`src/icse_pkg.sv`:
```
// ----------------------------------------------------------------------------
// icse_pkg: shared types and constants for the integer column store engine
// Request kinds, result codes, relation codes, controller states, and the
// command and status bundles between controller and datapath.
// ----------------------------------------------------------------------------
package icse_pkg;

  localparam int MaxRowsDefault = 1024;

  localparam int KindW   = 3;
  localparam int RowW    = 10;
  localparam int ValW    = 32;
  localparam int OpW     = 3;
  localparam int OrdW    = 2;
  localparam int StatW   = 3;
  localparam int TotalW  = 11;
  localparam int InDataW  = 48;
  localparam int OutDataW = 112;
  localparam int AddrW   = 3;

  localparam logic [AddrW-1:0] RegUniqueKey = 3'd0;

  localparam logic [KindW-1:0] KindAppend = 3'd0;
  localparam logic [KindW-1:0] KindUpdate = 3'd1;
  localparam logic [KindW-1:0] KindTest   = 3'd2;
  localparam logic [KindW-1:0] KindAggr   = 3'd3;
  localparam logic [KindW-1:0] KindSort   = 3'd4;

  localparam logic [StatW-1:0] StOk    = 3'd0;
  localparam logic [StatW-1:0] StDup   = 3'd1;
  localparam logic [StatW-1:0] StNoRow = 3'd2;
  localparam logic [StatW-1:0] StBadOp = 3'd3;
  localparam logic [StatW-1:0] StFull  = 3'd4;

  localparam logic [OpW-1:0] OpEq = 3'd0;
  localparam logic [OpW-1:0] OpGt = 3'd1;
  localparam logic [OpW-1:0] OpGe = 3'd2;
  localparam logic [OpW-1:0] OpLt = 3'd3;
  localparam logic [OpW-1:0] OpLe = 3'd4;
  localparam logic [OpW-1:0] OpNe = 3'd5;

  localparam logic [OrdW-1:0] OrdAsc  = 2'd0;
  localparam logic [OrdW-1:0] OrdDesc = 2'd1;

  typedef enum logic [4:0] {
    S_IDLE, S_DISPATCH, S_SCAN_RD, S_SCAN_USE, S_SCAN_CHK, S_APPEND, S_UPDATE,
    S_ROW_RD, S_TEST, S_SORT_START, S_SORT_RD0, S_SORT_LOAD, S_SORT_RD,
    S_SORT_STEP, S_SORT_CHK, S_SORT_LAST, S_RESULT
  } state_t;

  typedef enum logic [3:0] {
    DP_IDLE, DP_LOAD, DP_READ_IDX, DP_READ_ROW, DP_SCAN_STEP, DP_APPEND,
    DP_UPDATE, DP_TEST, DP_SORT_INIT, DP_SORT_FIRST, DP_SORT_STEP,
    DP_SORT_LAST, DP_RESULT
  } dp_op_t;

  typedef struct packed {
    dp_op_t           op;
    logic [StatW-1:0] res;
  } icse_cmd_t;

  typedef struct packed {
    logic [KindW-1:0] kind;
    logic             uniq;
    logic             full;
    logic             empty;
    logic             fewer_two;
    logic             row_ok;
    logic             op_ok;
    logic             ord_ok;
    logic             idx_done;
    logic             found;
    logic             swapped;
    logic             out_free;
  } icse_stat_t;

endpackage

```
`src/icse_ctrl.sv`:
```
// ----------------------------------------------------------------------------
// icse_ctrl: sequencer for the column store engine
// Steps each request through scans, writes and sort passes of the datapath.
// ----------------------------------------------------------------------------
module icse_ctrl (
  input  logic                  clk,
  input  logic                  rst,
  input  logic                  in_valid,
  output logic                  in_ready,
  input  icse_pkg::icse_stat_t  stat,
  output icse_pkg::icse_cmd_t   cmd
);

  icse_pkg::state_t              state, state_next;
  logic [icse_pkg::StatW-1:0]    res, res_next;

  always_ff @(posedge clk) begin
    if (rst) begin
      state <= icse_pkg::S_IDLE;
      res   <= icse_pkg::StOk;
    end else begin
      state <= state_next;
      res   <= res_next;
    end
  end

  always_comb begin
    state_next = state;
    res_next   = res;
    in_ready   = 1'b0;
    cmd.op     = icse_pkg::DP_IDLE;
    cmd.res    = res;
    case (state)
      icse_pkg::S_IDLE: begin
        in_ready = 1'b1;
        if (in_valid) begin
          cmd.op     = icse_pkg::DP_LOAD;
          state_next = icse_pkg::S_DISPATCH;
        end
      end
      icse_pkg::S_DISPATCH: begin
        res_next   = icse_pkg::StOk;
        state_next = icse_pkg::S_RESULT;
        case (stat.kind)
          icse_pkg::KindAppend: begin
            if (stat.full) res_next = icse_pkg::StFull;
            else if (stat.uniq && !stat.empty) state_next = icse_pkg::S_SCAN_RD;
            else state_next = icse_pkg::S_APPEND;
          end
          icse_pkg::KindUpdate: begin
            if (!stat.row_ok) res_next = icse_pkg::StNoRow;
            else if (stat.uniq) state_next = icse_pkg::S_SCAN_RD;
            else state_next = icse_pkg::S_UPDATE;
          end
          icse_pkg::KindTest: begin
            if (!stat.row_ok) res_next = icse_pkg::StNoRow;
            else state_next = icse_pkg::S_ROW_RD;
          end
          icse_pkg::KindAggr: begin
            if (!stat.empty) state_next = icse_pkg::S_SCAN_RD;
          end
          icse_pkg::KindSort: begin
            if (!stat.ord_ok) res_next = icse_pkg::StBadOp;
            else if (!stat.fewer_two) state_next = icse_pkg::S_SORT_START;
          end
          default: res_next = icse_pkg::StBadOp;
        endcase
      end
      icse_pkg::S_SCAN_RD: begin
        cmd.op     = icse_pkg::DP_READ_IDX;
        state_next = icse_pkg::S_SCAN_USE;
      end
      icse_pkg::S_SCAN_USE: begin
        cmd.op     = icse_pkg::DP_SCAN_STEP;
        state_next = icse_pkg::S_SCAN_CHK;
      end
      icse_pkg::S_SCAN_CHK: begin
        if (!stat.idx_done) begin
          state_next = icse_pkg::S_SCAN_RD;
        end else if (stat.kind == icse_pkg::KindAggr) begin
          state_next = icse_pkg::S_RESULT;
        end else if (stat.found) begin
          res_next   = icse_pkg::StDup;
          state_next = icse_pkg::S_RESULT;
        end else if (stat.kind == icse_pkg::KindAppend) begin
          state_next = icse_pkg::S_APPEND;
        end else begin
          state_next = icse_pkg::S_UPDATE;
        end
      end
      icse_pkg::S_APPEND: begin
        cmd.op     = icse_pkg::DP_APPEND;
        state_next = icse_pkg::S_RESULT;
      end
      icse_pkg::S_UPDATE: begin
        cmd.op     = icse_pkg::DP_UPDATE;
        state_next = icse_pkg::S_RESULT;
      end
      icse_pkg::S_ROW_RD: begin
        cmd.op     = icse_pkg::DP_READ_ROW;
        state_next = icse_pkg::S_TEST;
      end
      icse_pkg::S_TEST: begin
        cmd.op     = icse_pkg::DP_TEST;
        res_next   = stat.op_ok ? icse_pkg::StOk : icse_pkg::StBadOp;
        state_next = icse_pkg::S_RESULT;
      end
      icse_pkg::S_SORT_START: begin
        cmd.op     = icse_pkg::DP_SORT_INIT;
        state_next = icse_pkg::S_SORT_RD0;
      end
      icse_pkg::S_SORT_RD0: begin
        cmd.op     = icse_pkg::DP_READ_IDX;
        state_next = icse_pkg::S_SORT_LOAD;
      end
      icse_pkg::S_SORT_LOAD: begin
        cmd.op     = icse_pkg::DP_SORT_FIRST;
        state_next = icse_pkg::S_SORT_RD;
      end
      icse_pkg::S_SORT_RD: begin
        cmd.op     = icse_pkg::DP_READ_IDX;
        state_next = icse_pkg::S_SORT_STEP;
      end
      icse_pkg::S_SORT_STEP: begin
        cmd.op     = icse_pkg::DP_SORT_STEP;
        state_next = icse_pkg::S_SORT_CHK;
      end
      icse_pkg::S_SORT_CHK: begin
        state_next = stat.idx_done ? icse_pkg::S_SORT_LAST : icse_pkg::S_SORT_RD;
      end
      icse_pkg::S_SORT_LAST: begin
        cmd.op     = icse_pkg::DP_SORT_LAST;
        state_next = stat.swapped ? icse_pkg::S_SORT_START : icse_pkg::S_RESULT;
      end
      icse_pkg::S_RESULT: begin
        if (stat.out_free) begin
          cmd.op     = icse_pkg::DP_RESULT;
          state_next = icse_pkg::S_IDLE;
        end
      end
      default: state_next = icse_pkg::S_IDLE;
    endcase
  end

endmodule

```
`config.mk`:
```
export PLATFORM = sky130hd
export DESIGN_NAME = icse_ctrl
export DESIGN_NICKNAME = d
export VERILOG_FILES = /design/src/icse_pkg.sv /design/src/icse_ctrl.sv
export SDC_FILE = /design/constraint.sdc
export NUM_CORES = 1
export LEC_CHECK = 0
export BUFFER_PORTS_ARGS = -buffer_cell sky130_fd_sc_hd__buf_2
export CAP_MARGIN = 30
export CORE_AREA = 2 2 42 53
export DETAILED_ROUTE_END_ITERATION = 10
export DIE_AREA = 0 0 44 55
export GPL_ROUTABILITY_DRIVEN = 0
export PLACE_DENSITY = 0.76
export REMOVE_ABC_BUFFERS = 1
export SLEW_MARGIN = 0
export SYNTH_ARGS = -nofsm -noshare
export SYNTH_HDL_FRONTEND = slang
export SYNTH_SLANG_ARGS = --single-unit
```
`constraint.sdc`:
```
create_clock -name clk -period 1.65 [get_ports clk]
set_input_delay 0.33 -clock clk [delete_from_list [all_inputs] [get_ports clk]]
set_output_delay 0.33 -clock clk [all_outputs]
set_load 0.005 [all_outputs]
```
==> results of run 1 <==
==> report_power, final <==
part	switching [mW]	leakage (nW)	internal, mW
logic	0.192	0.443	0.176
clock network	0.0700	0.0138	0.0834
registers	0.0310	0.0678	0.211
total	0.293	0.525	0.470
==> worst paths after layout <==
check             endpoint  slack [ns]  depth (start not counted)
setup / recovery  state[4]       -0.07                          7
setup reg to reg  state[4]       -0.07                          7
hold / removal      res[1]        0.34                          2
hold reg to reg     res[0]        0.48                          2
==> what timing repair did <==
item / in CTS / in global routing
endpoints found under the setup margin: 5 / 4
resized for setup: 8 / 15
pin swaps: 1 / 0
buffers inserted: 0 / 6
hold endpoints to repair: 0 / 0
==> through the flow <==
step	TNS, ns	total power [mW]
final	-0.114	0.763
after global routing	-0.311	0.803
after CTS	-0.0123	0.708
after detailed placement	0	0.556
after global placement	0	0.548
after floorplan	0	0.407
==> critical path: cells and delay by family (launching register included) <==
| kind | cells | cell delay [ns] |
|---|---|---|
| buffers and inverters | 3 | 0.41 |
| AND/OR/NAND/NOR | 1 | 0.13 |
| AO/OA/AOI/OAI | 3 | 0.69 |
| flip-flops | 1 | 0.38 |
==> cells in the mapped netlist (all sizes together) (2+ instances only) <==
master and count:
nor2 17, a311oi 2, nand3 5, o21a 4, clkbuf 2, dfxtp 8
nor3 7, a2111oi 3, o21ai 5, buf 8, nand2 14, nor2b 4
nand2b 3, xor2 2, nor3b 2, o2111ai 2, a31oi 4, inv 5
a21oi 5, o22ai 5, a21o 3, a221oi 3
==> cell families (layout without fill, tap and decap cells) <==
| group | after synthesis | after routing | share of synthesized area [%] |
|---|---|---|---|
| buf+inv | 15 | 50 | 8.56 |
| flops | 8 | 8 | 16.9 |
| compound gates | 43 | 43 | 34.8 |
| xor+xnor | 3 | 3 | 2.77 |
| simple gates | 60 | 60 | 34.8 |
| mux | 2 | 2 | 2.24 |
==> flip-flops by register name, indices dropped and copies added, names as in the netlist <==
register	count
res	3
state	5
==> area by class of cell <==
type	instances	area (um^2)
tap	20	25.0
clock buffer	3	22.5
inverter	5	22.5
multi-input combinational	108	752
fill	172	667
sequential	8	173
timing repair buffer	42	275
==> per-layer routing <==
layer,up-vias,part of all wire [%],global-route usage (%)
met1,549,36,29.2
met5,-,0,0
met3,18,6.6,2.92
met2,67,52,45.3
li1,566,-,-
met4,0,4.7,10.6
==> tab_implementation.tex, run 1 <==
\begin{tabular}{lr}
\hline
Metric & Value \\
\hline
\multicolumn{2}{l}{\textbf{Outcome}} \\
Result of the run & complete, but fails checks \\
Failing checks & negative setup slack \\
\multicolumn{2}{l}{\textbf{STA}} \\
Total of endpoints with negative setup slack in the final report & 2 \\
Final period utilization & 105\% \\
Relative slew slack & 66.9\% \\
Post-Route Skew & 0.00365 ns \\
Number of pins with negative max-slew slack in the final report & 0 \\
RSZ-0062 raised after global routing & true \\
Shortest clock period the worst path allows after layout & 1.72 ns \\
Final hold vios & 0 \\
Worst-case setup margin in the final layout & -0.0749 ns \\
Highest achievable clock rate & 580 MHz \\
Worst slew pin tran & 0.484 ns \\
Hold Worst Slack & 0.345 ns \\
\multicolumn{2}{l}{\textbf{Setup path}} \\
Cell occurring most often along the worst timing path & sky130\_fd\_sc\_hd\_\_buf\_4 \\
Source of the worst register-to-register timing path & state[0] \\
Sort of element at the end of the critical path & flip-flop \\
Crit-path slowest cell & sky130\_fd\_sc\_hd\_\_dfxtp\_4 \\
Worst Path Class, Setup & reg2reg \\
Worst setup path start & state[0] \\
Largest stage delay on the critical path & 0.38 ns \\
Worst path cell trace & buf\_6, buf\_4, buf\_4, nor2b\_1, o211ai\_1, o2111ai\_1, a21o\_1 \\
Maximum net fanout on the critical path & 6 \\
CP Data Arrival Time & 1.87 ns \\
Critical path launch point type & flip-flop \\
Crit path required time & 1.79 ns \\
\multicolumn{2}{l}{\textbf{Clock network}} \\
Clock tree from TritonCTS & yes \\
CTS H-tree depth & 1 \\
CTS buffer count & 3 \\
Post-CTS Hold Buffers & 0 \\
Clk pin slew, worst setup/hold paths & 0.05 ns \\
Max Buffers Root-to-Sink & 2 \\
Sinks on the clock net & 8 \\
Cell at the root of the clock tree & sky130\_fd\_sc\_hd\_\_clkbuf\_4 \\
Clock latency on the worst-skew pair & 0.26 ns \\
\multicolumn{2}{l}{\textbf{Yosys}} \\
YS warnings & 0 \\
Distinct cells, synth & 48 \\
Gate count after technology mapping & 131 \\
Fraction of synthesis flops using an asynchronous set or reset pin & 0\% \\
Top post-synthesis cells by area & sky130\_fd\_sc\_hd\_\_dfxtp\_1 17\%, sky130\_fd\_sc\_hd\_\_nor2\_1 5.9\%, sky130\_fd\_sc\_hd\_\_nand2\_1 4.7\%, sky130\_fd\_sc\_hd\_\_nor3\_1 3.7\%, sky130\_fd\_sc\_hd\_\_o22ai\_1 3.3\% \\
Number of flops mapped to enable cells by yosys & 0 \\
Mean post-synth cell area & 7.25 um\^{}2 \\
Synth top area share & 16.9\% \\
Netlist Area Pre-Place & 950 um\^{}2 \\
Cell type contributing the most total cell area after synthesis & sky130\_fd\_sc\_hd\_\_dfxtp\_1 \\
Most used flip-flop cell after synthesis & sky130\_fd\_sc\_hd\_\_dfxtp\_1 \\
Number of register bits inferred by synthesis & 8 \\
Seq/Total Area, Yosys & 16.9\% \\
\multicolumn{2}{l}{\textbf{Route}} \\
Number of design-rule violations left by the first detailed-router iteration & 64 \\
Number of iterations in the first detailed-routing pass & 4 \\
DRC & 0 \\
Post-route antenna net violation count & 0 \\
WL per Instance & 16.8 um \\
Number of vias after detailed routing & 1200 \\
Total detailed-routing wirelength & 3120 um \\
Vias/cell & 6.45 \\
\multicolumn{2}{l}{\textbf{Cells and area}} \\
Nets@finish & 185 \\
Inserted Diodes & 0 \\
Cell area after layout & 1270 um\^{}2 \\
Share of final-layout standard cells stronger than drive strength 1 & 38.0\% \\
Utilization after layout & 65.6\% \\
Growth of design area from synthesis to finish & 33.7\% \\
Most common cell after layout, fill and taps aside & sky130\_fd\_sc\_hd\_\_buf\_2 \\
Top library cells by usage in the layout, fill and taps aside & 24 x sky130\_fd\_sc\_hd\_\_buf\_2, 15 x sky130\_fd\_sc\_hd\_\_nor2\_1, 15 x sky130\_fd\_sc\_hd\_\_buf\_4, 12 x sky130\_fd\_sc\_hd\_\_nand2\_1, 6 x sky130\_fd\_sc\_hd\_\_nor3\_1 \\
Number of standard cells in the layout, taps in and fillers out & 186 \\
\multicolumn{2}{l}{\textbf{Floorplanning}} \\
Number of primary I/O pins & 25 \\
Number of core rows & 18 \\
DIE WIDTH & 44 um \\
Area of the core & 1940 um\^{}2 \\
Area of the die & 2420 um\^{}2 \\
Height of the die & 55 um \\
Initial core utilization & 49.0\% \\
\multicolumn{2}{l}{\textbf{GRT}} \\
Global-route usage over all layers & 24.9\% \\
Pin count of the biggest net entering global routing & 17 \\
Gr ovfl total & 0 \\
Initial antenna violation count & 0 \\
Number of global-route vias before repair & 985 \\
First-pass GRT wire length & 4480 um \\
\multicolumn{2}{l}{\textbf{Hold path}} \\
Class of the tightest hold or removal check & in2reg \\
Worst hold path startpoint & rst \\
\multicolumn{2}{l}{\textbf{Place}} \\
Post-placement cell count & 177 \\
DP HPWL & 2100 um \\
Setup slack at placement & 0.00987 ns \\
Placed cell area & 1130 um\^{}2 \\
Port Buffer Count & 24 \\
\multicolumn{2}{l}{\textbf{Power}} \\
IR Drop Worst-Case VDD & 0.427 mV \\
Cell area power density & 601 nW/um\^{}2 \\
Leakage power total & 0.525 nW \\
\multicolumn{2}{l}{\textbf{Flow run}} \\
Number of violations of the max-capacitance limit & 0 \\
\hline
\end{tabular}
Note: power is estimated with default switching activity, not from simulation.
==> run 2: changes to the inputs <==
==> constraint.sdc (replaced) <==
create_clock -name clk -period 1.65 [get_ports clk]
set_input_delay 0.0825 -clock clk [delete_from_list [all_inputs] [get_ports clk]]
set_output_delay 0.0825 -clock clk [all_outputs]
set_load 0.005 [all_outputs]
==> tab_implementation.tex, run 2 (synthesis gave the netlist of run 1 again) <==
\begin{tabular}{lr}
\hline
Metric & Value \\
\hline
\multicolumn{2}{l}{\textbf{Clock network}} \\
Clk pin slew, worst setup/hold paths & 0.06 ns (about the same) \\
CTS H-tree depth & 1 (unchanged) \\
Cell at the root of the clock tree & sky130\_fd\_sc\_hd\_\_clkbuf\_4 \\
Max Buffers Root-to-Sink & 2 (unchanged) \\
Sinks on the clock net & 8 (unchanged) \\
Post-CTS Hold Buffers & 0 (unchanged) \\
Clock tree from TritonCTS & yes \\
CTS buffer count & 3 (unchanged) \\
Clock latency on the worst-skew pair & 0.26 ns (about the same) \\
\multicolumn{2}{l}{\textbf{Route}} \\
Vias/cell & 6.37 (-1.2\%) \\
DRC & 0 (unchanged) \\
WL per Instance & 15.9 um (-5.1\%) \\
Number of iterations in the first detailed-routing pass & 4 (unchanged) \\
Number of design-rule violations left by the first detailed-router iteration & 30 (-53\%) \\
Number of vias after detailed routing & 1128 (-6.0\%) \\
Total detailed-routing wirelength & 2810 um (-9.7\%) \\
Post-route antenna net violation count & 0 (unchanged) \\
\multicolumn{2}{l}{\textbf{Power}} \\
IR Drop Worst-Case VDD & 0.399 mV (-6.4\%) \\
Cell area power density & 601 nW/um\^{}2 (about the same) \\
Leakage power total & 0.475 nW (-9.6\%) \\
\multicolumn{2}{l}{\textbf{Setup path}} \\
Worst path cell trace & buf\_6, xor2\_1, a21oi\_1, o21a\_1, o22ai\_1, buf\_2 \\
Crit path required time & 1.57 ns (-0.22 ns) \\
Critical path launch point type & flip-flop \\
Maximum net fanout on the critical path & 12 (+6) \\
CP Data Arrival Time & 1.50 ns (-0.37 ns) \\
Largest stage delay on the critical path & 0.39 ns (about the same) \\
Sort of element at the end of the critical path & output port \\
Crit-path slowest cell & sky130\_fd\_sc\_hd\_\_dfxtp\_1 \\
Reg2Reg Depth & 6 (-1) \\
Worst Path Class, Setup & reg2out \\
\multicolumn{2}{l}{\textbf{GRT}} \\
Pin count of the biggest net entering global routing & 14 (-3) \\
First-pass GRT wire length & 4540 um (+1.4\%) \\
Gr ovfl total & 0 (unchanged) \\
Number of global-route vias before repair & 988 (+0.30\%) \\
Initial antenna violation count & 0 (unchanged) \\
Global-route usage over all layers & 24.8\% (about the same) \\
\multicolumn{2}{l}{\textbf{Place}} \\
Port Buffer Count & 24 (unchanged) \\
Placed cell area & 1090 um\^{}2 (-4.0\%) \\
DP HPWL & 2110 um (+0.10\%) \\
Setup slack at placement & 0.0343 ns (+0.0244 ns) \\
\multicolumn{2}{l}{\textbf{Cells and area}} \\
Inserted Diodes & 0 (unchanged) \\
Top library cells by usage in the layout, fill and taps aside & 24 x sky130\_fd\_sc\_hd\_\_buf\_2, 15 x sky130\_fd\_sc\_hd\_\_nor2\_1, 12 x sky130\_fd\_sc\_hd\_\_nand2\_1, 6 x sky130\_fd\_sc\_hd\_\_nor3\_1, 6 x sky130\_fd\_sc\_hd\_\_buf\_4 \\
Largest register FFs & 5 (unchanged) \\
Biggest registers after layout & state: 5 flops, res: 3 flops \\
Share of final-layout standard cells stronger than drive strength 1 & 31.2\% (-6.7 points) \\
Nets@finish & 176 (-4.9\%) \\
Utilization after layout & 59.9\% (-5.7 points) \\
Register with the most flip-flops & state \\
Growth of design area from synthesis to finish & 22.1\% \\
Most common cell after layout, fill and taps aside & sky130\_fd\_sc\_hd\_\_buf\_2 \\
Cell area after layout & 1160 um\^{}2 (-8.7\%) \\
\multicolumn{2}{l}{\textbf{STA}} \\
Worst slew pin tran & 0.504 ns (+0.0204 ns) \\
Shortest clock period the worst path allows after layout & 1.58 ns (-0.141 ns) \\
Relative slew slack & 65.5\% (-1.4 points) \\
Post-Route Skew & 0.00701 ns (+0.00336 ns) \\
Highest achievable clock rate & 632 MHz (+8.9\%) \\
Final period utilization & 96.0\% (-8.6 points) \\
Final hold vios & 0 (unchanged) \\
Worst-case setup margin in the final layout & 0.0665 ns (+0.141 ns) \\
Number of pins with negative max-slew slack in the final report & 0 (unchanged) \\
Total of endpoints with negative setup slack in the final report & 0 (-2) \\
\multicolumn{2}{l}{\textbf{Floorplanning}} \\
Area of the die & 2420 um\^{}2 (unchanged) \\
Height of the die & 55 um (unchanged) \\
Number of core rows & 18 (unchanged) \\
Area of the core & 1940 um\^{}2 (unchanged) \\
Initial core utilization & 49.0\% (unchanged) \\
Number of primary I/O pins & 25 (unchanged) \\
DIE WIDTH & 44 um (unchanged) \\
\multicolumn{2}{l}{\textbf{Flow run}} \\
Number of violations of the max-capacitance limit & 0 (unchanged) \\
\multicolumn{2}{l}{\textbf{Outcome}} \\
Result of the run & complete, no violations \\
\multicolumn{2}{l}{\textbf{Hold path}} \\
WHS Path Cells & 2 (unchanged) \\
Class of the tightest hold or removal check & in2reg \\
\hline
\end{tabular}
-- run 2: repair_timing --
action,CTS,global route
gates resized for setup,3,5
setup buffers,0,3
cloned,0,0
setup endpoints to repair,3,1
-- run 2: routing by layer --
layer  global-route usage [%]  wire [um]  part of all wire (%)
met3                     2.92        175                   6.2
met5                        0          0                     0
met2                     46.1       1500                    53
met4                     6.57         48                   1.7
met1                     30.1       1090                    39
-- run 2: cell type report --
type | count | area, um^2
Sequential cell | 8 | 166
Clock buffer | 3 | 22.5
Timing Repair Buffer | 33 | 208
Fill cell | 190 | 777
Inverter | 5 | 18.8
Tap cell | 20 | 25.0
Multi-Input combinational cell | 108 | 719
-- run 2: worst max-delay path, delay by kind of cell, from the launching register on --
kind                   cells  cell delay [ns]
AO/OA/AOI/OAI              3             0.38
buffers and inverters      2             0.32
XOR/XNOR                   1             0.15
flip-flops                 1             0.39
-- run 2: report_power, final --
part           switching, mW  total [mW]  internal [mW]
Combinational          0.165       0.297          0.132
Sequential            0.0331       0.244          0.211
Clock                 0.0724       0.156         0.0837
Total                  0.270       0.697          0.427
-- run 2: through the flow --
step | hold WS [ns] | setup TNS (ns) | power (mW) | std cells
2_1_floorplan | 0.149 | 0 | 0.407 | 121
3_3_place_gp | 0.350 | 0 | 0.512 | 171
3_5_place_dp | 0.359 | 0 | 0.524 | 171
4_1_cts | 0.0925 | 0 | 0.680 | 174
5_1_grt | 0.0900 | -0.0521 | 0.746 | 177
6_report | 0.104 | 0 | 0.697 | 177
-- run 2: final timing paths --
kind	slack (ns)	end	startpoint
max	0.07	cmd[5]	state[1]
min	0.10	res[0]	rst
max reg2reg	0.10	res[0]	state[1]
min reg2reg	0.47	res[0]	res[0]
